File: config.mk
export PLATFORM = sky130hd
export DESIGN_NAME = least_busy_channel_selector_core_flat
export DESIGN_NICKNAME = d
export VERILOG_FILES = /design/src/hw/rtl/lbcs_pkg.sv /design/src/hw/rtl/lbcs_if.sv /design/src/hw/rtl/lbcs_ram.sv /design/src/hw/rtl/lbcs_ctrl.sv /design/src/hw/rtl/least_busy_channel_selector_core.sv /design/src/flat_wrapper.sv
export SDC_FILE = /design/constraint.sdc
export NUM_CORES = 2
export LEC_CHECK = 0
export BUFFER_PORTS_ARGS = -buffer_cell sky130_fd_sc_hd__buf_2
export CAP_MARGIN = 30
export CORE_MARGIN = 1.5
export CORE_UTILIZATION = 45
export DETAILED_ROUTE_END_ITERATION = 6
export PLACE_DENSITY = 0.64
export SLEW_MARGIN = 40
export SYNTH_ARGS = -nofsm -noshare
export SYNTH_HDL_FRONTEND = slang
export SYNTH_SLANG_ARGS = --single-unit
export TNS_END_PERCENT = 10
File: constraint.sdc
create_clock -name clk -period 9.5 [get_ports clk]
set_input_delay 1.425 -clock clk [delete_from_list [all_inputs] [get_ports clk]]
set_output_delay 1.425 -clock clk [all_outputs]
set_load 0.005 [all_outputs]
File: src/hw/rtl/lbcs_pkg.sv
// shared types and constants for the least busy channel selector
package lbcs_pkg;

    localparam int CHANNELS = 256;
    localparam int CH_W     = $clog2(CHANNELS);

    localparam int OP_W     = 2;
    localparam int CHAN_W   = 8;
    localparam int COUNT_W  = 8;
    localparam int RATE_W   = 8;
    localparam int USE_W    = 9;

    localparam int CFG_IDX_W  = 2;
    localparam int CFG_DATA_W = 9;

    localparam logic [OP_W-1:0] OP_CLEAR  = 2'd0;
    localparam logic [OP_W-1:0] OP_SAMPLE = 2'd1;
    localparam logic [OP_W-1:0] OP_PICK   = 2'd2;

    localparam logic [CFG_IDX_W-1:0] REG_SCAN_RATE       = 2'd0;
    localparam logic [CFG_IDX_W-1:0] REG_CHANNELS_IN_USE = 2'd1;

    localparam logic [RATE_W-1:0] SCAN_RATE_RESET = 8'd100;
    localparam logic [USE_W-1:0]  CHANNELS_IN_USE_RESET = 9'd256;

    localparam logic [COUNT_W-1:0] COUNT_MAX = '1;

    typedef struct packed {
        logic [RATE_W-1:0] scan_rate;
        logic [USE_W-1:0]  channels_in_use;
    } lbcs_cfg_t;

    typedef enum logic [2:0] {
        ST_CLEAR,
        ST_IDLE,
        ST_READ,
        ST_WRITE,
        ST_SCAN,
        ST_DONE
    } lbcs_state_t;

endpackage

File: src/hw/rtl/lbcs_if.sv
// channel interfaces: request, response and configuration write

interface lbcs_req_if;
    import lbcs_pkg::*;

    logic              valid;
    logic              ready;
    logic [OP_W-1:0]   operation;
    logic [CHAN_W-1:0] channel;
    logic              cca_busy;

    modport source (output valid, output operation, output channel, output cca_busy,
                    input ready);
    modport sink (input valid, input operation, input channel, input cca_busy,
                  output ready);
endinterface

interface lbcs_rsp_if;
    import lbcs_pkg::*;

    logic               valid;
    logic               ready;
    logic [CHAN_W-1:0]  best_channel;
    logic [COUNT_W-1:0] best_count;
    logic               found;

    modport source (output valid, output best_channel, output best_count, output found,
                    input ready);
    modport sink (input valid, input best_channel, input best_count, input found,
                  output ready);
endinterface

interface lbcs_cfg_if;
    import lbcs_pkg::*;

    logic                  valid;
    logic                  ready;
    logic [CFG_IDX_W-1:0]  addr;
    logic [CFG_DATA_W-1:0] data;

    modport source (output valid, output addr, output data, input ready);
    modport sink (input valid, input addr, input data, output ready);
endinterface

File: src/hw/rtl/lbcs_ram.sv
// generic single-port synchronous ram with registered read
module lbcs_ram #(
    parameter int WIDTH = 8,
    parameter int DEPTH = 256
) (
    input  logic                     clk,
    input  logic                     we,
    input  logic [$clog2(DEPTH)-1:0] addr,
    input  logic [WIDTH-1:0]         wdata,
    output logic [WIDTH-1:0]         rdata
);

    logic [WIDTH-1:0] mem [DEPTH];
    logic [WIDTH-1:0] rdata_reg;

    always_ff @(posedge clk)
    begin
        if (we)
        begin
            mem[addr] <= wdata;
        end
        rdata_reg <= mem[addr];
    end

    assign rdata = rdata_reg;

endmodule

File: src/hw/rtl/lbcs_ctrl.sv
// sequencer: clearing pass, counter read-modify-write and pick scan over the ram
module lbcs_ctrl (
    input  logic                        clk,
    input  logic                        rst_n,
    input  lbcs_pkg::lbcs_cfg_t         cfg_regs,
    lbcs_req_if.sink                    req,
    lbcs_rsp_if.source                  rsp,
    output logic                        ram_we,
    output logic [lbcs_pkg::CH_W-1:0]   ram_addr,
    output logic [lbcs_pkg::COUNT_W-1:0] ram_wdata,
    input  logic [lbcs_pkg::COUNT_W-1:0] ram_rdata
);
    import lbcs_pkg::*;

    lbcs_state_t state_reg, state_next;

    logic [OP_W-1:0]    op_reg;
    logic [CHAN_W-1:0]  ch_reg;
    logic               busy_reg;
    logic [CH_W-1:0]    clr_cnt_reg, clr_cnt_next;
    logic [USE_W-1:0]   rd_cnt_reg, rd_cnt_next;
    logic               pend_reg, pend_next;
    logic [CH_W-1:0]    cmp_idx_reg;
    logic [COUNT_W-1:0] lowest_reg, lowest_next;
    logic [CH_W-1:0]    best_reg, best_next;
    logic               hit_reg, hit_next;
    logic               rsp_valid_reg, rsp_valid_next;
    logic [CHAN_W-1:0]  rsp_chan_reg;
    logic [COUNT_W-1:0] rsp_count_reg;
    logic               rsp_found_reg;

    logic             req_fire;
    logic             ch_ok;
    logic [USE_W-1:0] scan_len;
    logic             issue;
    logic             zero_hit;
    logic             rsp_load;

    assign req_fire = req.valid && req.ready;
    assign ch_ok    = ({1'b0, ch_reg} < USE_W'(CHANNELS));
    assign scan_len = (cfg_regs.channels_in_use > USE_W'(CHANNELS))
                      ? USE_W'(CHANNELS) : cfg_regs.channels_in_use;
    assign issue    = (rd_cnt_reg < scan_len);
    assign zero_hit = pend_reg && (ram_rdata == '0);
    assign rsp_load = (state_reg == ST_DONE) && (!rsp_valid_reg || rsp.ready);

    // next state
    always_comb
    begin
        state_next = state_reg;
        unique case (state_reg)
            ST_CLEAR:
            begin
                if (clr_cnt_reg == CH_W'(CHANNELS - 1))
                begin
                    state_next = ST_IDLE;
                end
            end
            ST_IDLE:
            begin
                if (req_fire)
                begin
                    unique case (req.operation)
                        OP_CLEAR:  state_next = ST_WRITE;
                        OP_SAMPLE: state_next = ST_READ;
                        OP_PICK:   state_next = ST_SCAN;
                        default:   state_next = ST_IDLE;
                    endcase
                end
            end
            ST_READ:  state_next = ST_WRITE;
            ST_WRITE: state_next = ST_IDLE;
            ST_SCAN:
            begin
                if (zero_hit || !issue)
                begin
                    state_next = ST_DONE;
                end
            end
            ST_DONE:
            begin
                if (rsp_load)
                begin
                    state_next = ST_IDLE;
                end
            end
            default:  state_next = ST_IDLE;
        endcase
    end

    // outputs toward the ram and the request channel
    always_comb
    begin
        req.ready = 1'b0;
        ram_we    = 1'b0;
        ram_addr  = ch_reg[CH_W-1:0];
        ram_wdata = '0;
        unique case (state_reg)
            ST_CLEAR:
            begin
                ram_we   = 1'b1;
                ram_addr = clr_cnt_reg;
            end
            ST_IDLE:
            begin
                req.ready = 1'b1;
            end
            ST_WRITE:
            begin
                if (op_reg == OP_CLEAR)
                begin
                    ram_we = ch_ok;
                end
                else
                begin
                    ram_we    = ch_ok && busy_reg && (ram_rdata != COUNT_MAX);
                    ram_wdata = ram_rdata + COUNT_W'(1);
                end
            end
            ST_SCAN:
            begin
                ram_addr = rd_cnt_reg[CH_W-1:0];
            end
            default:
            begin
                ram_we = 1'b0;
            end
        endcase
    end

    // scan and counter datapath
    always_comb
    begin
        clr_cnt_next   = clr_cnt_reg;
        rd_cnt_next    = rd_cnt_reg;
        pend_next      = 1'b0;
        lowest_next    = lowest_reg;
        best_next      = best_reg;
        hit_next       = hit_reg;
        rsp_valid_next = rsp_valid_reg;

        if (state_reg == ST_CLEAR)
        begin
            clr_cnt_next = clr_cnt_reg + CH_W'(1);
        end

        if (state_reg == ST_IDLE && req_fire)
        begin
            rd_cnt_next = '0;
            lowest_next = cfg_regs.scan_rate;
            best_next   = '0;
            hit_next    = 1'b0;
        end

        if (state_reg == ST_SCAN)
        begin
            pend_next = issue && !zero_hit;
            if (issue)
            begin
                rd_cnt_next = rd_cnt_reg + USE_W'(1);
            end
            // a zero count ends the scan at once
            if (zero_hit)
            begin
                lowest_next = '0;
                best_next   = cmp_idx_reg;
                hit_next    = 1'b1;
            end
            else if (pend_reg && (ram_rdata < lowest_reg))
            begin
                lowest_next = ram_rdata;
                best_next   = cmp_idx_reg;
                hit_next    = 1'b1;
            end
        end

        if (rsp.valid && rsp.ready)
        begin
            rsp_valid_next = 1'b0;
        end
        if (rsp_load)
        begin
            rsp_valid_next = 1'b1;
        end
    end

    always_ff @(posedge clk or negedge rst_n)
    begin
        if (!rst_n)
        begin
            state_reg     <= ST_CLEAR;
            clr_cnt_reg   <= '0;
            rd_cnt_reg    <= '0;
            pend_reg      <= 1'b0;
            hit_reg       <= 1'b0;
            rsp_valid_reg <= 1'b0;
        end
        else
        begin
            state_reg     <= state_next;
            clr_cnt_reg   <= clr_cnt_next;
            rd_cnt_reg    <= rd_cnt_next;
            pend_reg      <= pend_next;
            hit_reg       <= hit_next;
            rsp_valid_reg <= rsp_valid_next;
        end
    end

    always_ff @(posedge clk)
    begin
        if (req_fire)
        begin
            op_reg   <= req.operation;
            ch_reg   <= req.channel;
            busy_reg <= req.cca_busy;
        end
        cmp_idx_reg <= rd_cnt_reg[CH_W-1:0];
        lowest_reg  <= lowest_next;
        best_reg    <= best_next;
        if (rsp_load)
        begin
            rsp_chan_reg  <= CHAN_W'(best_reg);
            rsp_count_reg <= lowest_reg;
            rsp_found_reg <= hit_reg;
        end
    end

    assign rsp.valid        = rsp_valid_reg;
    assign rsp.best_channel = rsp_chan_reg;
    assign rsp.best_count   = rsp_count_reg;
    assign rsp.found        = rsp_found_reg;

    a_no_write_in_scan: assert property (@(posedge clk) disable iff (!rst_n)
        (state_reg == ST_SCAN || state_reg == ST_DONE) |-> !ram_we)
        else $error("counter memory written during a pick");

    a_rsp_from_done: assert property (@(posedge clk) disable iff (!rst_n)
        $rose(rsp_valid_reg) |-> $past(state_reg == ST_DONE))
        else $error("response raised outside pick completion");

    a_not_found_chan0: assert property (@(posedge clk) disable iff (!rst_n)
        (rsp_valid_reg && !rsp_found_reg) |-> (rsp_chan_reg == '0))
        else $error("miss reported with nonzero channel");

    a_busy_in_clear: assert property (@(posedge clk) disable iff (!rst_n)
        (state_reg == ST_CLEAR) |-> (!req.ready && ram_we))
        else $error("request taken during clearing pass");

endmodule

File: src/hw/rtl/least_busy_channel_selector_core.sv
// Least busy channel selector: one 8-bit busy counter per channel held in a
// single-port ram. After reset the block zeroes all CHANNELS (256) counters
// of the ram and holds req.ready low meanwhile. A clear transaction steps
// through accept and write, a sample through accept, read and write back,
// and a pick scans up to min(channels_in_use, CHANNELS) counters, fewer
// when a zero count ends the scan early; the single ram port is read one
// counter per cycle during the scan. One item is in flight at a time. A pick
// result sits in an output register, so the next request is taken while it
// waits on rsp.ready; a pick that completes while the previous result still
// waits holds in its done state until rsp.ready frees the register.
// Configuration writes are always ready and should only be issued while idle.
module least_busy_channel_selector_core (
    input  logic    clk,
    input  logic    rst_n,
    lbcs_req_if.sink   req,
    lbcs_rsp_if.source rsp,
    lbcs_cfg_if.sink   cfg
);
    import lbcs_pkg::*;

    logic [RATE_W-1:0]  scan_rate_reg;
    logic [USE_W-1:0]   channels_in_use_reg;
    lbcs_cfg_t          cfg_regs;

    logic               ram_we;
    logic [CH_W-1:0]    ram_addr;
    logic [COUNT_W-1:0] ram_wdata;
    logic [COUNT_W-1:0] ram_rdata;

    assign cfg.ready = 1'b1;

    always_ff @(posedge clk or negedge rst_n)
    begin
        if (!rst_n)
        begin
            scan_rate_reg       <= SCAN_RATE_RESET;
            channels_in_use_reg <= CHANNELS_IN_USE_RESET;
        end
        else if (cfg.valid && cfg.ready)
        begin
            if (cfg.addr == REG_SCAN_RATE)
            begin
                scan_rate_reg <= cfg.data[RATE_W-1:0];
            end
            else if (cfg.addr == REG_CHANNELS_IN_USE)
            begin
                channels_in_use_reg <= cfg.data[USE_W-1:0];
            end
        end
    end

    assign cfg_regs.scan_rate       = scan_rate_reg;
    assign cfg_regs.channels_in_use = channels_in_use_reg;

    lbcs_ram #(
        .WIDTH (COUNT_W),
        .DEPTH (CHANNELS)
    ) u_count_ram (
        .clk   (clk),
        .we    (ram_we),
        .addr  (ram_addr),
        .wdata (ram_wdata),
        .rdata (ram_rdata)
    );

    lbcs_ctrl u_ctrl (
        .clk       (clk),
        .rst_n     (rst_n),
        .cfg_regs  (cfg_regs),
        .req       (req),
        .rsp       (rsp),
        .ram_we    (ram_we),
        .ram_addr  (ram_addr),
        .ram_wdata (ram_wdata),
        .ram_rdata (ram_rdata)
    );

endmodule
File: src/flat_wrapper.sv
// flat-port wrapper written by rule: the top's interface ports become plain ports
module least_busy_channel_selector_core_flat import lbcs_pkg::*;
  (clk, rst_n, req_valid, req_operation, req_channel, req_cca_busy, req_ready, rsp_valid, rsp_best_channel, rsp_best_count, rsp_found, rsp_ready, cfg_valid, cfg_addr, cfg_data, cfg_ready);
  lbcs_req_if req_i ();
  lbcs_rsp_if rsp_i ();
  lbcs_cfg_if cfg_i ();
  input  logic clk;
  input  logic rst_n;
  input wire logic [$bits(req_i.valid)-1:0] req_valid;
  input wire logic [$bits(req_i.operation)-1:0] req_operation;
  input wire logic [$bits(req_i.channel)-1:0] req_channel;
  input wire logic [$bits(req_i.cca_busy)-1:0] req_cca_busy;
  output wire logic [$bits(req_i.ready)-1:0] req_ready;
  output wire logic [$bits(rsp_i.valid)-1:0] rsp_valid;
  output wire logic [$bits(rsp_i.best_channel)-1:0] rsp_best_channel;
  output wire logic [$bits(rsp_i.best_count)-1:0] rsp_best_count;
  output wire logic [$bits(rsp_i.found)-1:0] rsp_found;
  input wire logic [$bits(rsp_i.ready)-1:0] rsp_ready;
  input wire logic [$bits(cfg_i.valid)-1:0] cfg_valid;
  input wire logic [$bits(cfg_i.addr)-1:0] cfg_addr;
  input wire logic [$bits(cfg_i.data)-1:0] cfg_data;
  output wire logic [$bits(cfg_i.ready)-1:0] cfg_ready;
  assign req_i.valid = req_valid;
  assign req_i.operation = req_operation;
  assign req_i.channel = req_channel;
  assign req_i.cca_busy = req_cca_busy;
  assign req_ready = req_i.ready;
  assign rsp_valid = rsp_i.valid;
  assign rsp_best_channel = rsp_i.best_channel;
  assign rsp_best_count = rsp_i.best_count;
  assign rsp_found = rsp_i.found;
  assign rsp_i.ready = rsp_ready;
  assign cfg_i.valid = cfg_valid;
  assign cfg_i.addr = cfg_addr;
  assign cfg_i.data = cfg_data;
  assign cfg_ready = cfg_i.ready;
  least_busy_channel_selector_core u_core (.clk(clk), .rst_n(rst_n), .req(req_i), .rsp(rsp_i), .cfg(cfg_i));
endmodule
Word level (Yosys, flattened, before mapping)
Memories as Yosys holds them, arrays and structs flattened. A register that Yosys moved wholly into a read port is not among the register bits. Cells that the tools add are included.

Add/subtract/negate cells: 3. Multipliers: 0. Divide/modulo/power cells: 0. Magnitude comparators: 3. Eq/ne operators: 14. Shift operators: 0. Mux-type cells: 33. Bitwise operators: 1. Reductions and logical operators: 22.

Operators with widths (number): $mux W8 (10); $mux W9 (4); $add A8 B1 Y8 const B (2); $pmux W8 S2 (1); $pmux W3 S5 (1); $mux W3 (4); $mux W1 (11); $add A9 B1 Y9 const B (1); $gt A9 B9 Y1 const B (1); $lt A9 B9 Y1 (1); $pmux W3 S3 (1); $eq A8 B8 Y1 const B (1); $logic_and A1 B1 Y1 (8); $logic_not A8 Y1 (1); $lt A8 B8 Y1 (1); $ne A2 B2 Y1 const B (4); $ne A8 B8 Y1 const B (1); $eq A3 B2 Y1 const B (2); $eq A3 B3 Y1 const B (2); $logic_not A2 Y1 (3); $eq A2 B1 Y1 const B (2); $reduce_and A4 Y1 (1); $eq A3 B1 Y1 const B (1); $logic_not A1 Y1 (3); 8 further kinds (9).

Register bits after elaboration: 92. Latch bits: 0. RAM bits: 2048. Bits in read-only memories: 0. Bits of input ports: 27. Output and inout port bits: 20. Logic and storage cells: 94. Memories: 1.

Memory list: u_core.u_count_ram.mem (depth 256, width 8, read ports 1, clocked after Yosys merged registers in 1, write ports 1, line lbcs_ram.sv:13) `logic [WIDTH-1:0] mem [DEPTH];`.

Depth between registers and ports, before layout
Word-level depth: 8. Depth in mapped cells: 13. Depth with buffers taken out: 10.

Cells and area by module
From an unflattened synthesis, not the netlist that was laid out.

Cell total of the unflattened synthesis: 3925. Area total of the unflattened synthesis: 82800.7 µm².

Modules (own cells, without submodules): lbcs_ram (instances 1, cells each 3547, area an instance 78492.8 µm², sequential area each 61659.1 µm²); lbcs_ctrl (instances 1, cells each 340, area an instance 3644.7 µm², sequential area each 1896.8 µm²); least_busy_channel_selector_core (instances 1, cells each 38, area an instance 663.1 µm², sequential area each 430.4 µm²).

Worst setup path after synthesis
OpenSTA, ideal clock, no wires.

Path kind: register -> register. From: reg u_core.u_ctrl.state_reg[0]. To: mem u_core.u_count_ram.mem[0][6], data pin. Setup time: 1.573 ns. Data arrival time: 7.957 ns. Slack: -0.030 ns. Cell stages (with the launch flop): 5. Buffers on the path: 1. Period minus slack after synthesis: 9.530 ns. Cells stage by stage: dfrtp_1 > clkbuf_1 > nor2b_1 > o211ai_1 > a21oi_1.

Longest elaborated chain between the ends: 2.

RTL lines: from (decl) (line lbcs_ctrl.sv:15) `lbcs_state_t state_reg, state_next;`; from (signal assigned) (line lbcs_ctrl.sv:200) `state_reg <= state_next;`; $eq A3 B2 Y1 (line lbcs_ctrl.sv:98) `unique case (state_reg)`; $mux W8 (line lbcs_ctrl.sv:98); named net u_core.ram_wdata[6] (line least_busy_channel_selector_core.sv:27) `logic [COUNT_W-1:0] ram_wdata;`; to (decl) (line lbcs_ram.sv:13).

The timed path passes the listed nets, and every way through them passes these cells.

Worst setup path in the final report
From: reg u_core.u_ctrl.state_reg[1]. To: reg u_core.u_count_ram.rdata_reg[0] (netlist: u_core.u_count_ram.rdata[0]) (read register of u_core.u_count_ram.mem).

Longest elaborated chain between the ends: 2. Elaborated cells on any way between the ends: 3. Those cells by class: eq/ne (1); mux (1); reduce/logical (1).

RTL lines: $eq A3 B3 Y1 / $logic_not A3 Y1 (equally long branches) (line lbcs_ctrl.sv:98); $pmux W8 S2 * (line lbcs_ctrl.sv:98); to (decl) (line lbcs_ram.sv:14) `logic [WIDTH-1:0] rdata_reg;`.

Every way passes the cells marked *; elsewhere a longest branch is shown, timed or not. A chain may end at the register's enable or synchronous reset.

==> metrics.cfg <==
[floorplan]
die_y_um = 440
start_util = 0.452
die_area_mm2 = 0.193
core_area_mm2 = 0.190
die_x_um = 440
pin_count = 47
rows = 160

[sta]
layout_min_cycle_time_ns = 5.65
maxSlewHeadroom = 0.400
post-route-period-util = 0.595
slew_violations = 0
final-setup-viol-count = 0
hold_viol_final = 0
fmax_ghz = 0.177
rsz0062_at_grt = no
whs_ns = 0.404
tightest_slew_ns = 0.900
fin_skew_ns = 0.0637
fin_setup_tns_ns = 0
worst_slack_ns = 3.85

[critical_path]
rr_startpoint = u_core.u_ctrl.state_reg[1]
worstPathCellList = or2_2 -> o21a_4 -> buf_4 -> buf_4 -> mux2i_1 -> a22oi_1 -> nand4_1 -> a21boi_0 -> nand4_1
slowest_stage = a21boi_0
crit_start = u_core.u_ctrl.state_reg[1]
setup.worst_path.end = u_core.u_count_ram.rdata[0]
startpoint_type = register
required_ns = 10.23
end_kind = register
worstPathMaxFanout = 55
r2r_slack_ns = 3.85
crit_type = register to register
crit_arrival_ns = 6.38
crit_family = compound AO/OA/AOI/OAI gates
crit_buf_inv = 2
crit_cells = 9
r2r_end = u_core.u_count_ram.rdata[0]
slowest_delay_ns = 0.80
rr_worst_depth = 9

[global_route]
antenna_found_initial = 7
grt.overflow.total = 0
grt_max_degree = 185
grt_use_total = 0.225
grt_pass1_vias = 46600
grt_pass1_wl_mm = 320

[pwr]
p_int_mw = 18.4
pwr-share-comb = 0.336
p_leak_nw = 32.2
peakVddDrop_mv = 0.279
p_per_area_mw_per_mm2 = 301
totalPowerFinal_mw = 28.8
pwr-share-seq = 0.383
swShare = 0.362
clock_power_share = 0.282
power.switching_mw = 10.4

[placed_design]
dp.cells = 7661
hpwl_mm = 130
dp_slack_ns = 3.91
gp_congestion = 0.864
place_area_mm2 = 0.0887
numPortBuffers = 45

[final_layout]
utilization = 0.504
final_nets = 5416
areaGrowthSynthToFinish_pct = 11.5
instances_no_fill = 8056
drive_above_1_share = 0.133
largest_reg_flops = 2048
finalInstanceArea_mm2 = 0.0957

[drt]
wl_mm = 220
drt_iter0_markers = 6214
ant_nets = 0
firstDrtPassIters = 6
drcViolationCount = 0
viasPerCell = 6.01
drt-wirelength-per-cell_um = 27.3
vias = 48400

[synth]
yosys.area.top_type = edfxtp_1
ys_ff_latch = 2148
syn_nets = 5387
syn-mean-instance-area_um2 = 16.1
synth-edff-count = 2076
syn_inst = 5338
yosys-top-cells-area = edfxtp_1 (73%), mux2i_1 (6.4%), mux4_2 (3.4%), nand2_1 (3.3%), nand3_1 (1.8%)
synthArstFlopShare = 0.0186
syn-cell-area_mm2 = 0.0858
yosysUniqueCellTypes = 71
synth_flop_cell = edfxtp_1
synth.top_cell.area_share = 0.727
seq_area_frac_synth = 0.746
synth_warnings = 0

[clocking]
postCtsResizedCells = 0
cts_tree = built
numCtsBuffers = 210
htree_levels = 4
path_clk_slew_ns = 0.06
cts_sinks = 2148
clk_latency_ns = 0.88
cts_setup_buffers = 0
holdBufCountCts = 0
root_buffer = clkbuf_16
clk_path_buf_depth = 3

[flow_run]
max-cap-violations = 0

[worst_hold_path]
worstHoldStart = u_core.u_ctrl.cmp_idx_reg[7]
holdPathStages = 2
hold_class = register to register

[status]
status = finished clean

-- placed cells by master (no fill, tap or decap), types with 32 or more instances in the layout --
cell / n
a22oi_1: 96
a311oi_1: 32
a32oi_1: 89
buf_2: 44
buf_4: 79
clkbuf_1: 57
clkbuf_16: 211
clkinv_1: 48
clkinv_2: 33
dfrtp_1: 35
dfxtp_1: 32
edfxtp_1: 2076
inv_1: 56
mux2i_1: 545
mux4_2: 128
nand2_1: 749
nand3_1: 307
nand4_1: 85
nor2_1: 217
nor2_2: 83
o2111ai_1: 56
o211ai_1: 52
-- layer usage --
layer / part of all wire / track usage / up-vias
li1: - / - / 20900
met1: 0.42 / 0.325 / 24900
met2: 0.46 / 0.343 / 2338
met3: 0.087 / 0.0411 / 356
met4: 0.032 / 0.0760 / 2
met5: 0.000059 / 0 / -
-- cell type report --
cell class	count	area, um2
diodes	1	2.50
clock buffers	277	5620
clock inverters	112	1090
fillers	15500	94100
inverters	58	218
multi-input cells	2793	20300
flip-flops and latches	2148	64000
well taps	2511	3140
repair buffers	156	1360
-- kinds of logic (layout without fill, tap and decap cells) --
| family | count (synthesis) | in the layout | share of synthesized area |
|---|---|---|---|
| XOR/XNOR | 13 | 13 | 0.00133 |
| other | 1 | 2 | 0.0000437 |
| buffers and inverters | 397 | 603 | 0.0238 |
| adder cells (fa/ha/maj) | 22 | 22 | 0.00321 |
| multiplexers | 699 | 699 | 0.101 |
| AND/OR/NAND/NOR | 1506 | 1506 | 0.0745 |
| AO/OA/AOI/OAI | 552 | 552 | 0.0508 |
| flip-flops | 2148 | 2148 | 0.746 |
-- worst reg2reg max path: cells and delay by family (launching register included) --
family	cells	cell delay (ns)
multiplexers	1	0.19
AO/OA/AOI/OAI	3	2.05
flip-flops	1	0.63
AND/OR/NAND/NOR	3	1.16
buffers and inverters	2	1.47
-- cell usage after synthesis (10+ instances only) --
| cell | number |
|---|---|
| o211ai_1 | 52 |
| buf_1 | 10 |
| nand2_1 | 763 |
| mux4_2 | 128 |
| edfxtp_1 | 2076 |
| a21oi_1 | 25 |
| mux2i_1 | 546 |
| a41oi_1 | 24 |
| o21ai_0 | 32 |
| nand3_1 | 307 |
| o2111ai_1 | 56 |
| a32oi_1 | 89 |
| a311oi_1 | 32 |
| ha_1 | 22 |
| a22oi_1 | 96 |
| o211a_1 | 31 |
| a31oi_1 | 24 |
| buf_6 | 33 |
| buf_4 | 39 |
| clkbuf_1 | 140 |
| dfrtp_1 | 36 |
| nand4_1 | 85 |
| buf_2 | 116 |
| a2111oi_0 | 28 |
| inv_1 | 57 |
| dfxtp_1 | 32 |
| mux2_2 | 24 |
| nor2_1 | 312 |
| a21o_1 | 10 |
-- worst min-delay path by stage --
stage,to,slack [ns]
2_1_floorplan,u_core.u_ctrl.rsp.best_channel[0],0.41
6_report,u_core.u_ctrl.best_reg[7],0.40
4_1_cts,u_core.u_ctrl.best_reg[7],0.40
3_3_place_gp,u_core.u_ctrl.rsp.best_channel[0],0.42
3_5_place_dp,u_core.u_ctrl.rsp.best_channel[2],0.42
5_1_grt,u_core.u_ctrl.best_reg[7],0.42
-- power by group through the flow --
stage,Combinational (mW),Sequential [mW],Clock [mW]
3_5_place_dp,9.50,11.2,0
3_3_place_gp,9.36,11.2,0
4_1_cts,9.52,11.0,8.21
5_1_grt,10.2,11.0,8.57
6_report,9.67,11.0,8.11
2_1_floorplan,6.43,11.2,0
(Power assumes the default switching activity.)
